File: config.mk
export PLATFORM = sky130hd
export DESIGN_NAME = spi_adc_read_sequencer
export DESIGN_NICKNAME = d
export VERILOG_FILES = /design/src/rtl/core/sars_pkg.sv /design/src/rtl/core/spi_adc_read_sequencer.sv /design/src/rtl/core/sars_front.sv /design/src/rtl/core/sars_seq.sv /design/src/rtl/core/sars_back_buf.sv
export SDC_FILE = /design/constraint.sdc
export NUM_CORES = 1
export LEC_CHECK = 0
export BUFFER_PORTS_ARGS = -buffer_cell sky130_fd_sc_hd__buf_2
export CAP_MARGIN = 0
export CORE_AREA = 2 2 126 128
export DETAILED_ROUTE_END_ITERATION = 16
export DIE_AREA = 0 0 128 130
export PLACE_DENSITY = 0.58
export RECOVER_POWER = 25
export SETUP_SLACK_MARGIN = 0.3
export SLEW_MARGIN = 10
export SYNTH_ARGS = -nofsm -noshare
export SYNTH_HDL_FRONTEND = slang
export SYNTH_SLANG_ARGS = --single-unit
File: constraint.sdc
create_clock -name clk -period 2.35 [get_ports clk]
set_clock_uncertainty 0.05 [all_clocks]
set_input_delay 0.5875 -clock clk [delete_from_list [all_inputs] [get_ports clk]]
set_output_delay 0.5875 -clock clk [all_outputs]
set_load 0.05 [all_outputs]
File: src/rtl/core/sars_pkg.sv
// Shared types, constants and helper functions for the SPI converter read sequencer.
`timescale 1ns / 1ps
package sars_pkg;

  localparam int FrameBits = 16;
  localparam int BitCountWidth = $clog2(FrameBits);
  localparam int SampleWidth = 14;
  localparam logic SclkConvClock = 1'b0;

  localparam logic [3:0] CmdInit = 4'hA;
  localparam logic [3:0] CmdRead = 4'hE;
  localparam logic [3:0] ChanRefA = 4'h8;
  localparam logic [3:0] ChanRefB = 4'h9;
  localparam logic [3:0] ChanRefC = 4'hA;
  localparam logic [3:0] CodeRefA = 4'hC;
  localparam logic [3:0] CodeRefB = 4'hB;
  localparam logic [3:0] CodeRefC = 4'hD;

  localparam int AddrWidth = 5;
  localparam logic [2:0] RegRefExternal = 3'd0;
  localparam logic [2:0] RegTwosComplement = 3'd1;
  localparam logic [2:0] RegShortSample = 3'd2;
  localparam logic [2:0] RegPseudoDiff = 3'd3;
  localparam logic [2:0] RegConvMode = 3'd4;
  localparam logic [2:0] RegSweepSeq = 3'd5;
  localparam logic [2:0] RegEocPin = 3'd6;
  localparam logic [2:0] RegTriggerLevel = 3'd7;

  typedef enum logic [2:0] {
    PH_IDLE,
    PH_CSH,
    PH_CSL,
    PH_DAT,
    PH_CKH,
    PH_CKL,
    PH_GAP
  } phase_t;

  typedef struct packed {
    logic       req_valid;
    logic       req_type;
    logic [3:0] code;
    logic       sdi;
  } tick_t;

  typedef struct packed {
    logic                   cs;
    logic                   clk;
    logic                   dat;
    logic                   busy;
    logic                   valid;
    logic [SampleWidth-1:0] data;
  } res_t;

  typedef struct packed {
    logic       ref_external;
    logic       twos_complement;
    logic       short_sample;
    logic       pseudo_diff;
    logic [1:0] conv_mode;
    logic [1:0] sweep_seq;
    logic       eoc_pin;
    logic [1:0] trigger_level;
  } cfg_t;

  function automatic logic [3:0] channel_code(input logic [3:0] ch);
    logic [3:0] code;
    code = ch;
    if (ch == ChanRefA) begin
      code = CodeRefA;
    end else if (ch == ChanRefB) begin
      code = CodeRefB;
    end else if (ch == ChanRefC) begin
      code = CodeRefC;
    end
    return code;
  endfunction

  function automatic logic [FrameBits-1:0] packed_config(input cfg_t c);
    return {CmdInit, c.ref_external, c.twos_complement, c.short_sample, SclkConvClock,
            c.pseudo_diff, c.conv_mode, c.sweep_seq, c.eoc_pin, c.trigger_level};
  endfunction

endpackage

File: src/rtl/core/spi_adc_read_sequencer.sv
// Top level of the SPI converter read sequencer with its configuration registers.
// Items pass the input queue, the single-step pin sequencer and the output queue.
// Throughput: one item per cycle while the output queue is not full.
// Each item is one pin phase and yields exactly one result.
// Reset empties both queues, puts the sequencer in idle with chip select high,
// and loads the configuration registers with their default values.
`timescale 1ns / 1ps
module spi_adc_read_sequencer (
  input  logic                           clk,
  input  logic                           rst,
  input  logic                           push,
  output logic                           full,
  input  logic                           req_valid,
  input  logic                           req_type,
  input  logic [3:0]                     channel,
  input  logic                           serial_data_in,
  output logic                           empty,
  input  logic                           pop,
  output logic                           chip_select_high,
  output logic                           serial_clock,
  output logic                           serial_data_out,
  output logic                           busy_res,
  output logic                           sample_valid,
  output logic [sars_pkg::SampleWidth-1:0] sample_data,
  input  logic                           psel,
  input  logic                           penable,
  input  logic                           pwrite,
  input  logic [sars_pkg::AddrWidth-1:0] paddr,
  input  logic [31:0]                    pwdata,
  output logic [31:0]                    prdata,
  output logic                           pready
);
  import sars_pkg::*;

  cfg_t       cfg;
  logic       cfg_wr;
  logic [2:0] reg_index;
  tick_t      tick;
  logic       tick_avail;
  logic       tick_take;
  res_t       res;
  res_t       res_head;
  logic       res_full;

  assign pready = 1'b1;
  assign cfg_wr = psel && penable && pwrite && pready;
  assign reg_index = paddr[AddrWidth-1:2];

  always_ff @(posedge clk) begin
    if (rst) begin
      cfg.ref_external <= 1'b1;
      cfg.twos_complement <= 1'b0;
      cfg.short_sample <= 1'b1;
      cfg.pseudo_diff <= 1'b0;
      cfg.conv_mode <= 2'd0;
      cfg.sweep_seq <= 2'd0;
      cfg.eoc_pin <= 1'b1;
      cfg.trigger_level <= 2'd2;
    end else if (cfg_wr) begin
      case (reg_index)
        RegRefExternal:    cfg.ref_external <= pwdata[0];
        RegTwosComplement: cfg.twos_complement <= pwdata[0];
        RegShortSample:    cfg.short_sample <= pwdata[0];
        RegPseudoDiff:     cfg.pseudo_diff <= pwdata[0];
        RegConvMode:       cfg.conv_mode <= pwdata[1:0];
        RegSweepSeq:       cfg.sweep_seq <= pwdata[1:0];
        RegEocPin:         cfg.eoc_pin <= pwdata[0];
        RegTriggerLevel:   cfg.trigger_level <= pwdata[1:0];
        default: ;
      endcase
    end
  end

  always_comb begin
    case (reg_index)
      RegRefExternal:    prdata = {31'd0, cfg.ref_external};
      RegTwosComplement: prdata = {31'd0, cfg.twos_complement};
      RegShortSample:    prdata = {31'd0, cfg.short_sample};
      RegPseudoDiff:     prdata = {31'd0, cfg.pseudo_diff};
      RegConvMode:       prdata = {30'd0, cfg.conv_mode};
      RegSweepSeq:       prdata = {30'd0, cfg.sweep_seq};
      RegEocPin:         prdata = {31'd0, cfg.eoc_pin};
      RegTriggerLevel:   prdata = {30'd0, cfg.trigger_level};
      default:           prdata = 32'd0;
    endcase
  end

  sars_front u_front (
    .clk            (clk),
    .rst            (rst),
    .push           (push),
    .full           (full),
    .req_valid      (req_valid),
    .req_type       (req_type),
    .channel        (channel),
    .serial_data_in (serial_data_in),
    .tick_avail     (tick_avail),
    .tick_take      (tick_take),
    .tick           (tick)
  );

  sars_seq u_seq (
    .clk        (clk),
    .rst        (rst),
    .cfg        (cfg),
    .tick_avail (tick_avail),
    .tick       (tick),
    .tick_take  (tick_take),
    .res_full   (res_full),
    .res        (res)
  );

  sars_back_buf u_back_buf (
    .clk     (clk),
    .rst     (rst),
    .wr_en   (tick_take),
    .wr_item (res),
    .full    (res_full),
    .empty   (empty),
    .pop     (pop),
    .rd_item (res_head)
  );

  assign chip_select_high = res_head.cs;
  assign serial_clock = res_head.clk;
  assign serial_data_out = res_head.dat;
  assign busy_res = res_head.busy;
  assign sample_valid = res_head.valid;
  assign sample_data = res_head.data;

endmodule

File: src/rtl/core/sars_front.sv
// Input queue that accepts ticks and decodes the channel select code.
`timescale 1ns / 1ps
module sars_front (
  input  logic          clk,
  input  logic          rst,
  input  logic          push,
  output logic          full,
  input  logic          req_valid,
  input  logic          req_type,
  input  logic [3:0]    channel,
  input  logic          serial_data_in,
  output logic          tick_avail,
  input  logic          tick_take,
  output sars_pkg::tick_t tick
);
  import sars_pkg::*;

  tick_t      slot [2];
  logic [1:0] count;
  logic       wr_ptr;
  logic       rd_ptr;
  logic       wr_en;
  tick_t      incoming;

  assign full = (count == 2'd2);
  assign wr_en = push && !full;
  assign tick_avail = (count != 2'd0);
  assign tick = slot[rd_ptr];

  always_comb begin
    incoming.req_valid = req_valid;
    incoming.req_type = req_type;
    incoming.code = channel_code(channel);
    incoming.sdi = serial_data_in;
  end

  always_ff @(posedge clk) begin
    if (wr_en) begin
      slot[wr_ptr] <= incoming;
    end
  end

  always_ff @(posedge clk) begin
    if (rst) begin
      count <= 2'd0;
      wr_ptr <= 1'b0;
      rd_ptr <= 1'b0;
    end else begin
      count <= count + {1'b0, wr_en} - {1'b0, tick_take};
      if (wr_en) begin
        wr_ptr <= !wr_ptr;
      end
      if (tick_take) begin
        rd_ptr <= !rd_ptr;
      end
    end
  end

endmodule

File: src/rtl/core/sars_seq.sv
// Pin sequencer that advances one pin phase for each tick it takes, once a request starts.
`timescale 1ns / 1ps
module sars_seq (
  input  logic            clk,
  input  logic            rst,
  input  sars_pkg::cfg_t  cfg,
  input  logic            tick_avail,
  input  sars_pkg::tick_t tick,
  output logic            tick_take,
  input  logic            res_full,
  output sars_pkg::res_t  res
);
  import sars_pkg::*;

  localparam logic [BitCountWidth-1:0] LastBit = BitCountWidth'(FrameBits - 1);

  phase_t                   phase;
  phase_t                   phase_next;
  logic [BitCountWidth-1:0] bit_count;
  logic [BitCountWidth-1:0] bit_count_next;
  logic                     frame_index;
  logic                     frame_index_next;
  logic                     request_kind;
  logic                     request_kind_next;
  logic [FrameBits-1:0]     shift_out;
  logic [FrameBits-1:0]     shift_out_next;
  logic [FrameBits-1:0]     shift_in;
  logic [FrameBits-1:0]     shift_in_next;
  logic                     pin_cs;
  logic                     pin_clk;
  logic                     pin_dat;
  logic [BitCountWidth-1:0] bit_inc;

  assign tick_take = tick_avail && !res_full;
  assign bit_inc = bit_count + 1'b1;

  always_comb begin
    phase_next = phase;
    case (phase)
      PH_IDLE: begin
        if (tick.req_valid) begin
          phase_next = PH_CSH;
        end
      end
      PH_CSH: phase_next = PH_CSL;
      PH_CSL: phase_next = PH_DAT;
      PH_DAT: phase_next = PH_CKH;
      PH_CKH: phase_next = PH_CKL;
      PH_CKL: begin
        if (bit_count != LastBit) begin
          phase_next = PH_DAT;
        end else if (!frame_index) begin
          phase_next = PH_GAP;
        end else begin
          phase_next = PH_IDLE;
        end
      end
      PH_GAP: phase_next = PH_CSH;
      default: phase_next = PH_IDLE;
    endcase
  end

  always_comb begin
    bit_count_next = bit_count;
    frame_index_next = frame_index;
    request_kind_next = request_kind;
    shift_out_next = shift_out;
    shift_in_next = shift_in;
    res.cs = pin_cs;
    res.clk = pin_clk;
    res.dat = pin_dat;
    res.busy = 1'b1;
    res.valid = 1'b0;
    res.data = '0;
    case (phase)
      PH_IDLE: begin
        res.cs = 1'b1;
        res.clk = 1'b0;
        res.dat = 1'b0;
        if (tick.req_valid) begin
          request_kind_next = tick.req_type;
          frame_index_next = 1'b0;
          bit_count_next = '0;
          shift_in_next = '0;
          shift_out_next = tick.req_type ? {tick.code, 12'h000} : {CmdInit, 12'h000};
        end else begin
          res.busy = 1'b0;
        end
      end
      PH_CSH: begin
        res.cs = 1'b0;
        res.clk = 1'b0;
        res.dat = 1'b0;
      end
      PH_CSL: begin
        res.cs = 1'b0;
        res.clk = 1'b0;
        res.dat = shift_out[LastBit - bit_count];
      end
      PH_DAT: begin
        res.clk = 1'b1;
      end
      PH_CKH: begin
        res.clk = 1'b0;
        if (tick.sdi) begin
          shift_in_next[LastBit - bit_count] = 1'b1;
        end
      end
      PH_CKL: begin
        if (bit_count != LastBit) begin
          bit_count_next = bit_inc;
          res.cs = 1'b0;
          res.clk = 1'b0;
          res.dat = shift_out[LastBit - bit_inc];
        end else begin
          res.cs = 1'b1;
          res.clk = 1'b0;
          res.dat = 1'b0;
          if (frame_index && request_kind) begin
            res.valid = 1'b1;
            res.data = shift_in[FrameBits-1:2];
          end
        end
      end
      PH_GAP: begin
        frame_index_next = 1'b1;
        bit_count_next = '0;
        shift_in_next = '0;
        shift_out_next = request_kind ? {CmdRead, 12'h000} : packed_config(cfg);
        res.cs = 1'b1;
        res.clk = 1'b0;
        res.dat = 1'b0;
      end
      default: begin
        res.cs = 1'b1;
        res.clk = 1'b0;
        res.dat = 1'b0;
        res.busy = 1'b0;
      end
    endcase
  end

  always_ff @(posedge clk) begin
    if (rst) begin
      phase <= PH_IDLE;
      bit_count <= '0;
      frame_index <= 1'b0;
      request_kind <= 1'b0;
      shift_out <= '0;
      shift_in <= '0;
      pin_cs <= 1'b1;
      pin_clk <= 1'b0;
      pin_dat <= 1'b0;
    end else if (tick_take) begin
      phase <= phase_next;
      bit_count <= bit_count_next;
      frame_index <= frame_index_next;
      request_kind <= request_kind_next;
      shift_out <= shift_out_next;
      shift_in <= shift_in_next;
      pin_cs <= res.cs;
      pin_clk <= res.clk;
      pin_dat <= res.dat;
    end
  end

endmodule

File: src/rtl/core/sars_back_buf.sv
// Output queue that holds finished results until they are popped.
`timescale 1ns / 1ps
module sars_back_buf (
  input  logic           clk,
  input  logic           rst,
  input  logic           wr_en,
  input  sars_pkg::res_t wr_item,
  output logic           full,
  output logic           empty,
  input  logic           pop,
  output sars_pkg::res_t rd_item
);
  import sars_pkg::*;

  res_t       slot [2];
  logic [1:0] count;
  logic       wr_ptr;
  logic       rd_ptr;
  logic       rd_en;

  assign full = (count == 2'd2);
  assign empty = (count == 2'd0);
  assign rd_en = pop && !empty;
  assign rd_item = slot[rd_ptr];

  always_ff @(posedge clk) begin
    if (wr_en) begin
      slot[wr_ptr] <= wr_item;
    end
  end

  always_ff @(posedge clk) begin
    if (rst) begin
      count <= 2'd0;
      wr_ptr <= 1'b0;
      rd_ptr <= 1'b0;
    end else begin
      count <= count + {1'b0, wr_en} - {1'b0, rd_en};
      if (wr_en) begin
        wr_ptr <= !wr_ptr;
      end
      if (rd_en) begin
        rd_ptr <= !rd_ptr;
      end
    end
  end

endmodule

==> impl_metrics.ini <==
[outcome]
status = finished, final reports clean

[sta]
tightest_slew_ns = 1.19
setup_viol = 0
finalSetupTns_ns = 0
max_freq_mhz = 443
post-route-period-util_pct = 96.1
relSlewSlack_pct = 20.4
rsz0062_at_grt = yes
finalHoldViolCount = 0
final_max_slew_viol_count = 0
post-route-min-period_ns = 2.26

[layout]
area_delta_synth_final_pct = 30.7
finalNonFillerCells = 759
fillers = 1455
register_area_mm2 = 0.00280
drive_above_1_share_pct = 28.4
diodes = 0
final_nets = 613
postLayoutCoreUtil_pct = 44.2
multiInputGateArea_mm2 = 0.00233

[logic_synthesis]
synthMuxAreaShare_pct = 9.76
ys_types = 52
synth_top_family_by_area = simple AND/OR/NAND/NOR gates
syn_inst = 485
synthArstFlopShare_pct = 0
synthSimpleGateAreaFrac_pct = 14.7
synth.avg_cell_area_um2 = 10.8
yosysWarnings = 0
synth-adder-area-share_pct = 1.92
ys_ff_latch = 113
synthFlopType = dfxtp_1
synth_xor_area_share_pct = 1.85
synth_compound_area_share_pct = 10.6
yosysSeqAreaShare_pct = 53.4
synthesis.area_mm2 = 0.00522
synth_edf_count = 52

[critical_path]
crit_start = paddr[2]
cp.arrival_ns = 1.62
cp-start-kind = primary input
critPathMaxFanout = 4
cp.required_ns = 1.71
rr_startpoint = u_seq.phase[2]
reg2reg_depth = 5
rrSetupSlack_ns = 0.28
crit_type = in2out
end_kind = primary output
reg2reg_to = u_seq.shift_out[15]

[pwr]
p_sw_uw = 2810
power.density_mw_per_mm2 = 1250
vdd.ir_drop.worst_mv = 0.526
clockPowerShare_pct = 32.2
p_int_uw = 5680
switching_share_pct = 33.1
combPwrFrac_pct = 36.5
p_leak_uw = 0.00261
pwr-share-seq_pct = 31.3

[placement]
place_hpwl_mm = 6.87
place_inst = 711
port-buffer-count = 41
gp_congestion = 0.845

[hold_path]
hp-class = in2reg
holdCritStartpoint = serial_data_in
whs_endpoint = u_front.slot[1][0]
holdPathStages = 1

[drt]
antenna_left = 0
drc = 0
vias = 3681
wl_mm = 10.8
drtPass1Iterations = 5
viasPerCell = 4.85
wl_per_cell_um = 14.2
dr.first_iter.drc_count = 221

[floorplanning]
num_io_pins = 105
die_h_um = 130
die_area_mm2 = 0.0166
die_w_um = 128
start_util_pct = 33.8
rows = 46
core_area_mm2 = 0.0154

[cts]
cts_root_buffer = clkbuf_16
cts_tree = yes
ctsHoldBuffers = 0
cts.htree.levels = 4
cts-buffers-inserted = 17
clk_pin_slew_ns = 0.05
cts_max_path_buffers = 2
clock_latency_ns = 0.40
clock_sinks = 113

[grt]
met3_usage_pct = 3.28
grt.total_usage_pct = 13.5
use_met2_pct = 22.2
grt_antenna_before_repair = 0
grt_pass1_vias = 3572
grt_overflow = 0
grt_pass1_wl_mm = 17.6
grt_max_degree = 28
busiest_layer = met2
grt_util_met1_pct = 17.4

[run]
drv_cap = 0
[metal layers]
metal	wire, um	share of wire (%)	up-vias
met1	4940	46	1778
li1	-	-	1813
met2	5410	50	88
met3	408	3.8	2
met4	46	0.43	0
met5	0	0	-
[flip-flops by register name, indices dropped and copies added (netlist names), named ones only]
| register | flops |
|---|---|
| cfg | 11 |
| u_seq.frame_index | 1 |
| u_seq.bit_count | 4 |
| u_front.count | 2 |
| u_front.rd_ptr | 1 |
| u_back_buf.wr_ptr | 1 |
| u_seq.shift_out | 15 |
| u_front.wr_ptr | 1 |
| u_seq.pin_dat | 1 |
| u_seq.phase | 3 |
| u_seq.pin_cs | 1 |
| u_back_buf.slot | 38 |
| u_front.slot | 14 |
| u_seq.request_kind | 1 |
| u_back_buf.count | 2 |
| u_seq.shift_in | 14 |
| u_back_buf.rd_ptr | 1 |
[area by class of cell]
| class | instances | area share (%) |
|---|---|---|
| Timing Repair Buffer | 78 | 11.2 |
| Sequential cell | 113 | 41.1 |
| Tap cell | 192 | 3.53 |
| Clock buffer | 19 | 6.50 |
| Inverter | 12 | 0.661 |
| Multi-Input combinational cell | 332 | 34.1 |
| Clock inverter | 13 | 2.79 |
[worst max-delay path, cell delays in order]
cell    delay (ns)
buf_6         0.09
mux4_2        0.51
mux2_4        0.28
buf_8         0.15
[synthesized netlist by cell type, types with 2 or more instances]
cell / instances / area (um2)
nor2b_1: 16 / 100
and2_1: 16 / 100
nand2b_1: 10 / 62.6
xor2_1: 4 / 35.0
mux4_2: 4 / 90.1
or3_1: 6 / 37.5
a31oi_1: 18 / 113
nand4_1: 2 / 12.5
buf_6: 2 / 22.5
dfxtp_1: 61 / 1220
nand3_1: 4 / 20.0
a21oi_1: 17 / 85.1
buf_4: 31 / 233
nor3_1: 7 / 35.0
xnor2_1: 7 / 61.3
a2111oi_0: 2 / 17.5
nand2_1: 25 / 93.8
a22oi_1: 12 / 90.1
o31ai_1: 2 / 15.0
o21ai_0: 14 / 70.1
a2111oi_1: 2 / 20.0
clkbuf_1: 17 / 63.8
mux2i_1: 10 / 100
o22ai_1: 2 / 12.5
conb_1: 2 / 7.51
and3b_1: 2 / 17.5
nor3b_1: 2 / 15.0
mux2_2: 27 / 304
ha_1: 8 / 100
a41oi_1: 2 / 17.5
nand3b_1: 4 / 30.0
a211o_1: 3 / 26.3
buf_2: 6 / 30.0
inv_1: 11 / 41.3
nor2_1: 59 / 221
edfxtp_1: 52 / 1560
[through the flow]
stage	power, uW	instance area (um2)	hold WS, ns	worst slack (ns)
2_1_floorplan	4640	5380	0.378	0.223
3_3_place_gp	5090	5600	0.391	0.00374
3_5_place_dp	5160	5600	0.405	-0.00468
4_1_cts	8410	6650	0.304	0.0691
5_1_grt	8900	6810	0.312	0.0507
6_report	8490	6810	0.327	0.0922
[worst max path at each step]
stage	cells after the start	endpoint	slack, ns
3_5_place_dp	4	prdata[0]	-0.005
2_1_floorplan	4	prdata[1]	0.22
3_3_place_gp	4	prdata[0]	0.004
4_1_cts	3	prdata[0]	0.07
6_report	4	prdata[0]	0.09
5_1_grt	7	u_seq.pin_dat	0.05
[power by group through the flow]
stage	Clock [uW]	Sequential [uW]	Combinational, uW
after floorplan	0	2640	2000
after global placement	0	2650	2430
after detailed placement	0	2670	2490
after CTS	2790	2660	2960
after global routing	2870	2700	3340
final	2740	2660	3090
[logic make-up after synthesis]
family                     after synthesis
xor gates and xnor gates                11
buffers and inverters                   69
and+or+nand+nor                        156
muxes                                   42
other                                    2
adders and majority gates                8
AOI/OAI and AO/OA                       84
DFF                                    113
[placed cells by master, fill, tap and decap left out, types with 4 or more instances in the layout]
cell type,count
buf_6,4
dfxtp_1,50
nand3_1,4
dfxtp_2,8
o21ai_0,14
a21oi_1,16
nor2b_1,15
or3_1,6
xor2_1,4
xnor2_1,6
a22oi_1,11
edfxtp_1,52
ha_1,6
mux2_2,5
buf_4,27
mux2i_1,10
bufinv_16,5
nand2_1,25
inv_1,10
nand2b_1,9
mux4_2,4
buf_2,16
conb_1,31
buf_8,19
a31oi_1,18
clkbuf_16,18
clkbuf_1,5
nor3_1,6
nor2_1,59
nand3b_1,4
clkinv_2,5
mux2_4,22
and2_1,16
[what timing repair did]
| item | 4_1_cts | 5_1_grt |
|---|---|---|
| setup buffers | 10 | 3 |
| endpoints found under the setup margin | 35 | 40 |
| gates cloned | 2 | 1 |
| pin swaps | 2 | 4 |
| resized for setup | 85 | 34 |
Power figures use the tool's default switching activity.
